**src/rtl/sus_pkg.sv**
```systemverilog
// shared types and constants of the sorted unique set
// no dependencies
`timescale 1ns / 1ps

package sus_pkg;

	localparam int DATA_W         = 32;
	localparam int ACTION_W       = 2;
	localparam int STATUS_W       = 3;
	localparam int OCC_W          = 5;
	localparam int M_TDATA_W      = ((DATA_W + OCC_W + 7) / 8) * 8;
	localparam int CAPACITY_DEF   = 16;
	localparam int VALUE_BITS_DEF = 32;

	typedef enum logic [ACTION_W-1:0] {
		ACT_INSERT = 2'd0,
		ACT_DELETE = 2'd1,
		ACT_CLEAR  = 2'd2,
		ACT_DUMP   = 2'd3
	} action_t;

	typedef enum logic [STATUS_W-1:0] {
		ST_OK        = 3'd0,
		ST_DUP       = 3'd1,
		ST_NOT_FOUND = 3'd2,
		ST_FULL      = 3'd3,
		ST_EMPTY     = 3'd4
	} status_t;

	typedef enum logic [2:0] {
		CELL_HOLD,
		CELL_CMP,
		CELL_INS,
		CELL_DEL,
		CELL_ROT
	} cell_op_t;

	typedef enum logic [1:0] {
		S_IDLE,
		S_APPLY,
		S_DUMP
	} state_t;

endpackage

```
**src/rtl/sus_cell.sv**
```systemverilog
// one slot of the sorted set: holds a value, compares it, shifts with its neighbors
// depends on sus_pkg
`timescale 1ns / 1ps

module sus_cell #(
	parameter int ELEM_W = 32
) (
	input  logic                     clk,
	input  sus_pkg::cell_op_t        op,
	input  logic [ELEM_W-1:0]        value,
	input  logic                     occ,
	input  logic                     left_lt,
	input  logic [ELEM_W-1:0]        left_entry,
	input  logic [ELEM_W-1:0]        right_entry,
	input  logic [ELEM_W-1:0]        head,
	input  logic                     is_end,
	output logic [ELEM_W-1:0]        entry,
	output logic                     lt,
	output logic                     eq
);
	import sus_pkg::*;

	logic [ELEM_W-1:0] entry_q;
	logic              lt_q;
	logic              eq_q;

	always_ff @(posedge clk) begin
		case (op)
			CELL_CMP: begin
				lt_q <= occ && ($signed(entry_q) < $signed(value));
				eq_q <= occ && (entry_q == value);
			end
			// slots at or above the insert point move up, the first one takes the value
			CELL_INS: begin
				if (!lt_q) begin
					entry_q <= left_lt ? value : left_entry;
				end
			end
			CELL_DEL: begin
				if (!lt_q) begin
					entry_q <= right_entry;
				end
			end
			// rotate the occupied slots down, the head wraps to the last one
			CELL_ROT: begin
				entry_q <= is_end ? head : right_entry;
			end
			default: begin
			end
		endcase
	end

	assign entry = entry_q;
	assign lt    = lt_q;
	assign eq    = eq_q;

endmodule

```
**src/rtl/sus_chain.sv**
```systemverilog
// row of sus_cell slots with neighbor wiring and the found reduction
// depends on sus_pkg and sus_cell
`timescale 1ns / 1ps

module sus_chain #(
	parameter int CAPACITY = 16,
	parameter int ELEM_W   = 32,
	parameter int CNT_W    = 5
) (
	input  logic                 clk,
	input  sus_pkg::cell_op_t    op,
	input  logic [ELEM_W-1:0]    value,
	input  logic [CNT_W-1:0]     count,
	output logic                 found,
	output logic [ELEM_W-1:0]    head
);
	import sus_pkg::*;

	logic [ELEM_W-1:0]   entry [CAPACITY];
	logic [CAPACITY-1:0] lt;
	logic [CAPACITY-1:0] eq;
	logic [CAPACITY-1:0] occ;

	for (genvar i = 0; i < CAPACITY; i++) begin : g_cell
		logic              left_lt;
		logic [ELEM_W-1:0] left_entry;
		logic [ELEM_W-1:0] right_entry;
		logic              is_end;

		assign occ[i] = CNT_W'(i) < count;

		if (i == 0) begin : g_first
			assign left_lt    = 1'b1;
			assign left_entry = '0;
		end else begin : g_mid
			assign left_lt    = lt[i-1];
			assign left_entry = entry[i-1];
		end

		if (i == CAPACITY - 1) begin : g_last
			assign right_entry = entry[i];
			assign is_end      = occ[i];
		end else begin : g_inner
			assign right_entry = entry[i+1];
			assign is_end      = occ[i] && !occ[i+1];
		end

		sus_cell #(
			.ELEM_W(ELEM_W)
		) u_cell (
			.clk        (clk),
			.op         (op),
			.value      (value),
			.occ        (occ[i]),
			.left_lt    (left_lt),
			.left_entry (left_entry),
			.right_entry(right_entry),
			.head       (entry[0]),
			.is_end     (is_end),
			.entry      (entry[i]),
			.lt         (lt[i]),
			.eq         (eq[i])
		);
	end

	assign found = |eq;
	assign head  = entry[0];

endmodule

```
**src/rtl/sorted_unique_set.sv**
```systemverilog
// top level of the sorted unique set: stream ports, sequencer, output register
// depends on sus_pkg and sus_chain
`timescale 1ns / 1ps

// Keeps up to CAPACITY distinct signed values in ascending order in a row of cells.
// Action in s_axis_tuser: insert, delete, clear, dump. Each cell compares its value
// with the operand in the accept cycle; the apply state, once the output register
// is free, resolves duplicate, not-found and full and shifts the cells. Dump
// then gives one value per cycle out of the head cell while the output register is
// free, and the occupied cells rotate back to their original order; an empty set
// gives a single result with the empty status. A result waits in the output
// register while the next item is accepted; the block stalls only when a new result
// is ready and the register is still held. No clearing pass at reset.
module sorted_unique_set #(
	parameter int CAPACITY   = sus_pkg::CAPACITY_DEF,
	parameter int VALUE_BITS = sus_pkg::VALUE_BITS_DEF
) (
	input  logic                             clk,
	input  logic                             arst_n,
	input  logic                             s_axis_tvalid,
	output logic                             s_axis_tready,
	input  logic [sus_pkg::DATA_W-1:0]       s_axis_tdata,  // value
	input  logic [sus_pkg::ACTION_W-1:0]     s_axis_tuser,  // action
	output logic                             m_axis_tvalid,
	input  logic                             m_axis_tready,
	output logic [sus_pkg::M_TDATA_W-1:0]    m_axis_tdata,  // element, occupancy, zero pad
	output logic [sus_pkg::STATUS_W-1:0]     m_axis_tuser,  // status
	output logic                             m_axis_tlast   // is_last
);
	import sus_pkg::*;

	localparam int ELEM_W = (VALUE_BITS < DATA_W) ? VALUE_BITS : DATA_W;
	localparam int CNT_W  = $clog2(CAPACITY + 1);
	localparam int PAD_W  = M_TDATA_W - DATA_W - OCC_W;

	state_t            state_q, state_d;
	action_t           action_q;
	logic [ELEM_W-1:0] value_q;
	logic [CNT_W-1:0]  count_q, count_d;
	logic [CNT_W-1:0]  rem_q, rem_d;

	logic              m_valid_q;
	logic [DATA_W-1:0] elem_q;
	logic [OCC_W-1:0]  occ_q;
	status_t           status_q;
	logic              last_q;

	cell_op_t          cell_op;
	logic [ELEM_W-1:0] cell_value;
	logic              found;
	logic [ELEM_W-1:0] head;

	logic              s_accept;
	logic              slot_free;
	logic              full;
	logic              load_out;
	logic [DATA_W-1:0] out_elem;
	status_t           out_status;
	logic              out_last;

	assign s_accept  = s_axis_tvalid && s_axis_tready;
	assign slot_free = !m_valid_q || m_axis_tready;
	assign full      = count_q == CNT_W'(CAPACITY);

	sus_chain #(
		.CAPACITY(CAPACITY),
		.ELEM_W  (ELEM_W),
		.CNT_W   (CNT_W)
	) u_chain (
		.clk  (clk),
		.op   (cell_op),
		.value(cell_value),
		.count(count_q),
		.found(found),
		.head (head)
	);

	always_comb begin
		state_d = state_q;
		unique case (state_q)
			S_IDLE: begin
				if (s_accept) begin
					state_d = S_APPLY;
				end
			end
			S_APPLY: begin
				if (slot_free) begin
					state_d = (action_q == ACT_DUMP && count_q != '0) ? S_DUMP : S_IDLE;
				end
			end
			S_DUMP: begin
				if (slot_free && rem_q == CNT_W'(1)) begin
					state_d = S_IDLE;
				end
			end
			default: state_d = S_IDLE;
		endcase
	end

	always_comb begin
		s_axis_tready = state_q == S_IDLE;
		cell_op       = CELL_HOLD;
		cell_value    = value_q;
		load_out      = 1'b0;
		out_elem      = DATA_W'($signed(value_q));
		out_status    = ST_OK;
		out_last      = 1'b1;
		count_d       = count_q;
		rem_d         = rem_q;
		unique case (state_q)
			S_IDLE: begin
				cell_value = s_axis_tdata[ELEM_W-1:0];
				if (s_accept) begin
					cell_op = CELL_CMP;
				end
			end
			S_APPLY: begin
				if (slot_free) begin
					load_out = 1'b1;
					case (action_q)
						ACT_INSERT: begin
							// duplicate wins over full
							if (found) begin
								out_status = ST_DUP;
							end else if (full) begin
								out_status = ST_FULL;
							end else begin
								cell_op = CELL_INS;
								count_d = count_q + CNT_W'(1);
							end
						end
						ACT_DELETE: begin
							if (found) begin
								cell_op = CELL_DEL;
								count_d = count_q - CNT_W'(1);
							end else begin
								out_status = ST_NOT_FOUND;
							end
						end
						ACT_CLEAR: begin
							count_d = '0;
						end
						default: begin
							if (count_q == '0) begin
								out_elem   = '0;
								out_status = ST_EMPTY;
							end else begin
								load_out = 1'b0;
								rem_d    = count_q;
							end
						end
					endcase
				end
			end
			S_DUMP: begin
				if (slot_free) begin
					load_out = 1'b1;
					cell_op  = CELL_ROT;
					out_elem = DATA_W'($signed(head));
					out_last = rem_q == CNT_W'(1);
					rem_d    = rem_q - CNT_W'(1);
				end
			end
			default: begin
			end
		endcase
	end

	always_ff @(posedge clk or negedge arst_n) begin
		if (!arst_n) begin
			state_q   <= S_IDLE;
			count_q   <= '0;
			rem_q     <= '0;
			m_valid_q <= 1'b0;
		end else begin
			state_q <= state_d;
			count_q <= count_d;
			rem_q   <= rem_d;
			if (load_out) begin
				m_valid_q <= 1'b1;
			end else if (m_axis_tready) begin
				m_valid_q <= 1'b0;
			end
		end
	end

	always_ff @(posedge clk) begin
		if (s_accept) begin
			action_q <= action_t'(s_axis_tuser);
			value_q  <= s_axis_tdata[ELEM_W-1:0];
		end
		if (load_out) begin
			elem_q   <= out_elem;
			occ_q    <= OCC_W'(count_d);
			status_q <= out_status;
			last_q   <= out_last;
		end
	end

	assign m_axis_tvalid = m_valid_q;
	assign m_axis_tdata  = {PAD_W'(0), occ_q, elem_q};
	assign m_axis_tuser  = status_q;
	assign m_axis_tlast  = last_q;

endmodule

```
**config.mk**
```make
export PLATFORM = sky130hd
export DESIGN_NAME = sorted_unique_set
export DESIGN_NICKNAME = d
export VERILOG_FILES = /design/src/rtl/sus_pkg.sv /design/src/rtl/sus_cell.sv /design/src/rtl/sus_chain.sv /design/src/rtl/sorted_unique_set.sv
export SDC_FILE = /design/constraint.sdc
export NUM_CORES = 2
export LEC_CHECK = 0
export ABC_AREA = 1
export BUFFER_PORTS_ARGS = -buffer_cell sky130_fd_sc_hd__buf_4
export CAP_MARGIN = 20
export CORE_MARGIN = 1
export CORE_UTILIZATION = 40
export DETAILED_ROUTE_END_ITERATION = 10
export PLACE_DENSITY_LB_ADDON = 0.08
export SLEW_MARGIN = 10
export SYNTH_ARGS = -nofsm -noshare
export SYNTH_HDL_FRONTEND = slang
export SYNTH_SLANG_ARGS = --single-unit
export TNS_END_PERCENT = 100
```
**constraint.sdc**
```tcl
create_clock -name clk -period 3.8 [get_ports clk]
set_input_delay 0.57 -clock clk [delete_from_list [all_inputs] [get_ports clk]]
set_output_delay 0.57 -clock clk [all_outputs]
set_load 0.05 [all_outputs]
```
# After elaboration in Yosys (flattened, before gate mapping)

Cells that the tools add are included.

Register bits: 632
Input bits: 38
Output and inout port bits: 46
Logic and storage cells: 376

$add $sub $neg: 3
Order comparisons: 32
Equality and inequality tests: 66
Mux-type cells: 120
Reduce and logical (&&, ||, !) cells: 97

Operators with widths:

| cell                  | number |
|---|---|
| $mux W32              | 67 |
| $pmux W32 S3          | 15 |
| $eq A32 B32 Y1        | 16 |
| $lt A32 B32 Y1        | 16 |
| $pmux W32 S2          | 2 |
| $ne A2 B2 Y1 const B  | 38 |
| $logic_and A1 B1 Y1   | 50 |
| $reduce_and A3 Y1     | 16 |
| $mux W5               | 9 |
| $lt A4 B5 Y1 const A  | 8 |
| $mux W2               | 11 |
| $lt A3 B5 Y1 const A  | 4 |
| $pmux W3 S3           | 2 |
| $logic_not A1 Y1      | 16 |
| $reduce_or A16 Y1     | 1 |
| $pmux W5 S3           | 1 |
| $lt A1 B5 Y1 const A  | 2 |
| $lt A2 B5 Y1 const A  | 2 |
| $pmux W5 S2           | 1 |
| $sub A5 B1 Y5 const B | 2 |
| $mux W1               | 7 |
| $eq A2 B2 Y1 const B  | 3 |
| $eq A3 B2 Y1 const B  | 2 |
| $mux W3               | 2 |
| 20 further kinds      | 25 |

# Longest topological paths before layout

Depth in word-level cells: 9
Gate-level depth with buffers: 22
Gate-level depth less buffers: 21

# Modules after synthesis

A second synthesis with hierarchy kept.

Cell total of the unflattened synthesis: 6,953
Area, all modules: 54,622.4 sq um

Modules (own cells, without submodules):

| module                                   | instances | cells each | area an instance (sq um) | seq. area each (sq um) |
|---|---|---|---|---|
| sus_cell at u_chain.g_cell[0].u_cell ... | 14        | 404        | 3,113.0                  | 1,021.0 |
| sus_cell at u_chain.g_cell[8].u_cell ... | 2         | 407        | 3,180.6                  | 1,021.0 |
| sorted_unique_set                        | 1         | 404        | 4,286.6                  | 2,577.5 |
| sus_chain                                | 1         | 79         | 392.9                    | 0.0 |

# Worst setup path after synthesis

Ideal clock, no wire load.

Path type: reg-to-reg
Start point: reg state_q[0]
End point: reg u_chain.g_cell[0].u_cell.entry_q[0], enable pin
Library setup time: 421 ps
Data arrival time: 3,265 ps
Required time: 3,379 ps
Setup slack: 114 ps
Stages on the path, launching flop included: 12
Buffers on the path: 3
Period minus slack after synthesis: 3,686 ps
Path through: dfrtp_1 > inv_1 > ha_1 > nand2_1 > nand2_1 > nor2_1 > nand2_2 > buf_6 > buf_6 > buf_2 > nor3_1 > nor2_1

Cells in the longest elaborated chain, start to end: 7
Elaborated cells between the ends (all ways): 14
Those cells by class: eq/ne: 8; mux: 2; reduce/logical: 4

Ends and longest elaborated chain:

| item                                                                | line                     | source |
|---|---|---|
| from (decl)                                                         | sorted_unique_set.sv:36  | `state_t state_q, state_d;` |
| from (signal assigned)                                              | sorted_unique_set.sv:176 | `state_q <= state_d;` |
| $logic_not A2 Y1 (*)                                                | sorted_unique_set.sv:101 | `s_axis_tready = state_q == S_IDLE;` |
| named net s_axis_tready                                             | sorted_unique_set.sv:21  | `output logic s_axis_tready,` |
| $logic_and A1 B1 Y1                                                 | sorted_unique_set.sv:61  | `assign s_accept = s_axis_tvalid && s_axis_tready;` |
| $mux W1                                                             | sorted_unique_set.sv:113 | `if (s_accept) begin` |
| $pmux W3 S3 (*)                                                     | sorted_unique_set.sv:110 | `unique case (state_q)` |
| $eq A3 B2 Y1 or $eq A3 B3 Y1 (tied branches)                        | sus_cell.sv:28           | `case (op)` |
| $ne A2 B2 Y1 (no source line) or $reduce_bool A3 Y1 (tied branches) | n/a                      |  |
| $reduce_and A4 Y1 (no source line) (*)                              | n/a                      |  |
| to (signal assigned)                                                | sus_cell.sv:36           | `entry_q <= left_lt ? value : left_entry;` |
| to (signal assigned)                                                | sus_cell.sv:41           | `entry_q <= right_entry;` |
| to (signal assigned)                                                | sus_cell.sv:46           | `entry_q <= is_end ? head : right_entry;` |
| to (decl)                                                           | sus_cell.sv:23           | `logic [ELEM_W-1:0] entry_q;` |

The timed path passes the listed nets; every way through them passes the cells marked *.
A chain may end at the register's enable or synchronous reset.

# Final worst setup path

Start point: reg state_q[1]
End point: reg u_chain.g_cell[1].u_cell.lt_q, data pin

Cells in the longest elaborated chain, start to end: 4

Ends and longest elaborated chain:

| item                 | line                     | source |
|---|---|---|
| $logic_not A2 Y1     | sorted_unique_set.sv:110 |  |
| $mux W32             | sorted_unique_set.sv:110 |  |
| $lt A32 B32 Y1       | sus_cell.sv:30           | `lt_q <= occ && ($signed(entry_q) < $signed(value));` |
| $logic_and A1 B1 Y1  | sus_cell.sv:30           |  |
| to (signal assigned) | sus_cell.sv:30           |  |
| to (decl)            | sus_cell.sv:24           | `logic lt_q;` |

No other way between the ends.

==> results.yml <==
setup_path:
  critPathKind: "register to register"
  r2r-end: "u_chain.g_cell[1].u_cell.lt"
  critPathSlowestCell: "dfrtp_1"
  cpMostUsedCell: "buf_4"
  crit_fanout: 14
  path_cells: "inv_1 > ha_1 > inv_4 > buf_4 > nand2_1 > o21ai_4 > buf_4 > buf_4 > ha_1 > nand2_1 > nor2_1 > nand4_1 > buf_4 > nor4_1 > nand2_1 > a21oi_1 > nor2_1"
  ff2ff_path_depth: 17
  reg2reg_from: "state_q[1]"
  startpoint: "state_q[1]"
  crit_required_ns: 4.24
  cpPeakStageDelay_ns: 0.40
  critPathLaunchType: "register"
  crit_path_end: "u_chain.g_cell[1].u_cell.lt"
  r2r_setup_slack_ns: 0.18
  crit_arrival_ns: 4.05
  end_kind: "register"
routing:
  drcViolationCount: 0
  post_drt_wl_per_cell_microns: 23.3
  firstDrtPassIters: 6
  via_per_inst: 5.69
  antenna_left: 0
  wl_mm: 229
  vias: 56000
  dr.first_iter.drc_count: 5692
final_layout:
  syn_to_final_growth_pct: 12.1
  stdcell_count: 9835
  drive_above_1_share_pct: 7.44
  utilization_pct: 45.2
  fillers: 14200
  antenna_cells: 0
  stdcell_area_sq_mm: 0.0621
  nets: 8537
global_route:
  top_usage_layer: "met2"
  grt_max_degree: 117
  grt_usage_pct: 31.9
  met3_usage_pct: 4.20
  antenna_found_initial: 10
  grt_pass1_vias: 51500
  globalRouteMet1Util_pct: 43.9
  overflow: 0
  grt_pass1_wl_mm: 338
  met2_usage_pct: 50.4
logic_synthesis:
  ys_async_sr_fraction_pct: 2.06
  synth_seq_cells: 632
  synth_area_leader_cell: "edfxtp_1"
  syn_area_sq_mm: 0.0553
  ys_warn_count: 0
  ys_types: 43
  yosysTopAreaCellShare_pct: 33.6
  synth_cells: 8050
  synth_area_leaders: "edfxtp_1 34%, nand2_1 14%, ha_1 12%, o21ai_0 9.0%, nor2_1 7.4%"
  synth-seq-area-share_pct: 34.2
  synth_edf_count: 619
  ys.flop_type: "edfxtp_1"
  syn_area_per_cell_sq_um: 6.87
floorplan:
  row_count: 136
  core-area_sq_mm: 0.137
  die_x_microns: 374
  initial_utilization_pct: 40.3
  ios: 84
  die_area_sq_mm: 0.140
  die_h_microns: 374
sta:
  finClkSkew_ns: 0.0142
  finalSetupViolations: 0
  post-route-min-period_ns: 3.62
  tightest_slew_ns: 1.10
  finalCritPeriodShare_pct: 95.2
  final_max_slew_viol_count: 0
  hold_viol_final: 0
  relSlewSlack_pct: 26.7
  rsz0062_at_grt: "false"
  fmax_mhz: 277
power:
  p_int_uw: 28100
  netSwitchingFraction_pct: 51.7
  ir_drop_uv: 533
  power_frac_seq_pct: 23.2
  power_switching_uw: 30100
  p_comb_share_pct: 62.7
  p_leak_uw: 0.0291
  power_frac_clock_pct: 14.2
  p_per_area_mw_per_mm2: 937
placement:
  dp.final_hpwl_mm: 162
  place_congestion: 0.952
  port_buffers: 80
  placed_area_sq_mm: 0.0593
  place_inst: 9677
clock_tree:
  clockRootBuffer: "clkbuf_16"
  clock_latency_ns: 0.69
  numClockSinks: 632
  path_clk_slew_ns: 0.06
  numCtsBuffers: 84
  cts_tree: "done"
  cts_max_path_buffers: 3
  htree_levels: 3
run_status:
  status: "finished clean"
worst_hold_path:
  min_path_type: "input pin to register"
flow_run:
  max-cap-violations: 0
==> flip-flops by register name, summed over array words and instances, names as in the netlist <==
signal / cells
m_axis_tuser: 3
occ_q: 5
m_axis_tlast: 1
m_axis_tvalid: 1
value_q: 32
u_chain.g_cell.u_cell.entry: 512
elem_q: 32
u_chain.g_cell.u_cell.lt: 16
count_q: 5
u_chain.g_cell.u_cell.eq: 16
state_q: 2
rem_q: 5
action_q: 2
==> how the worst min path moves through the flow <==
stage,start,endpoint,cells past startpoint
3_5_place_dp,arst_n,m_axis_tvalid,1
4_1_cts,s_axis_tuser[0],action_q[0],1
6_report,s_axis_tuser[0],action_q[0],1
5_1_grt,s_axis_tuser[0],action_q[0],1
3_3_place_gp,arst_n,count_q[1],1
2_1_floorplan,arst_n,count_q[0],0
==> per-layer routing <==
layer  vias to the layer above  share of wire [%]  routed length (microns)
li1                      26700                  -                        -
met1                     26700                 43                    99000
met2                      2196                 45                   103000
met3                       394                7.5                    17000
met4                        10                4.2                     9590
met5                         -              0.030                       69
==> through the flow <==
stage                     total power, uW  setup WS, ns  hold WS, ns  TNS [ns]
after floorplan                     35400         0.114        0.274         0
after global placement              48800       -0.0254        0.442   -0.0254
after detailed placement            49300       -0.0264        0.442   -0.0264
after CTS                           57700        0.0925       0.0330         0
after global routing                62600        0.0287       0.0462         0
final                               58100         0.184       0.0716         0
==> placed cells by master (no fill, tap or decap), types with 5 or more instances in the layout <==
master     count
nand2_1     1984
nor2_1      1081
o21ai_0      989
inv_1        709
edfxtp_1     619
ha_1         523
nand3_1      519
nor3_1       482
buf_4        313
a21oi_1      236
clkbuf_16     87
buf_12        66
o21ai_1       45
o211ai_1      37
o22ai_1       32
nand3b_1      32
o21ai_4       30
nand4_1       29
nor4_1        26
inv_2         24
clkinv_2      19
o21a_1        18
clkbuf_1      16
dfrtp_1       13
clkinv_1      11
nand2_2        9
and3_1         9
and2_1         9
nor2_2         8
o21bai_1       8
bufinv_16      7
nand3_2        5
==> critical path, delay by kind of cell (launching register included) <==
family	cells	cell delay [ns]
AOI/OAI and AO/OA	2	0.27
adders and majority gates	2	0.39
buffers and inverters	6	1.30
DFF	1	0.40
and+or+nand+nor	7	0.98
==> cell usage after synthesis (18+ instances only) <==
master / number
nand3b_1: 32
buf_4: 40
nand2_1: 1993
buf_1: 31
nand4_1: 29
clkbuf_1: 309
o21a_1: 18
nor3_1: 483
o21ai_1: 75
o211ai_1: 37
ha_1: 523
edfxtp_1: 619
o21ai_0: 990
buf_2: 157
o22ai_1: 33
nor4_1: 27
nand3_1: 523
inv_1: 722
nor2_1: 1085
a21oi_1: 237
==> final cells by class <==
type | instances | area (sq um) | area share (%)
Sequential cell | 632 | 18900 | 30.5
Multi-Input combinational cell | 6144 | 31800 | 51.2
Timing Repair Buffer | 380 | 3680 | 5.93
Clock buffer | 107 | 2290 | 3.69
Inverter | 734 | 2760 | 4.44
Tap cell | 1794 | 2240 | 3.62
Clock inverter | 44 | 405 | 0.653
==> logic make-up after synthesis <==
group	count (synthesis)	synth area share, %
xor+xnor	4	0.0633
buf+inv	1277	9.33
other cells	1	0.00678
fa+ha+maj	523	11.8
simple gates	4208	31.5
flops	632	34.2
compound gates	1405	13.1
==> power groups by stage <==
| stage | registers [uW] | clock network, uW | logic (uW) |
|---|---|---|---|
| 2_1_floorplan | 13500 | 0 | 22000 |
| 3_3_place_gp | 13600 | 0 | 35200 |
| 3_5_place_dp | 13500 | 0 | 35700 |
| 4_1_cts | 13400 | 8350 | 35900 |
| 5_1_grt | 13600 | 8580 | 40400 |
| 6_report | 13500 | 8240 | 36400 |
==> repair_timing <==
action	in CTS	in global routing
hold buffers	1	0
pin swaps	0	3
endpoints found under the hold margin	13	0
buffers inserted	0	5
endpoints found under the setup margin	1	5
resized for setup	1	2
cloned	0	1
Power figures use the tool's default switching activity.
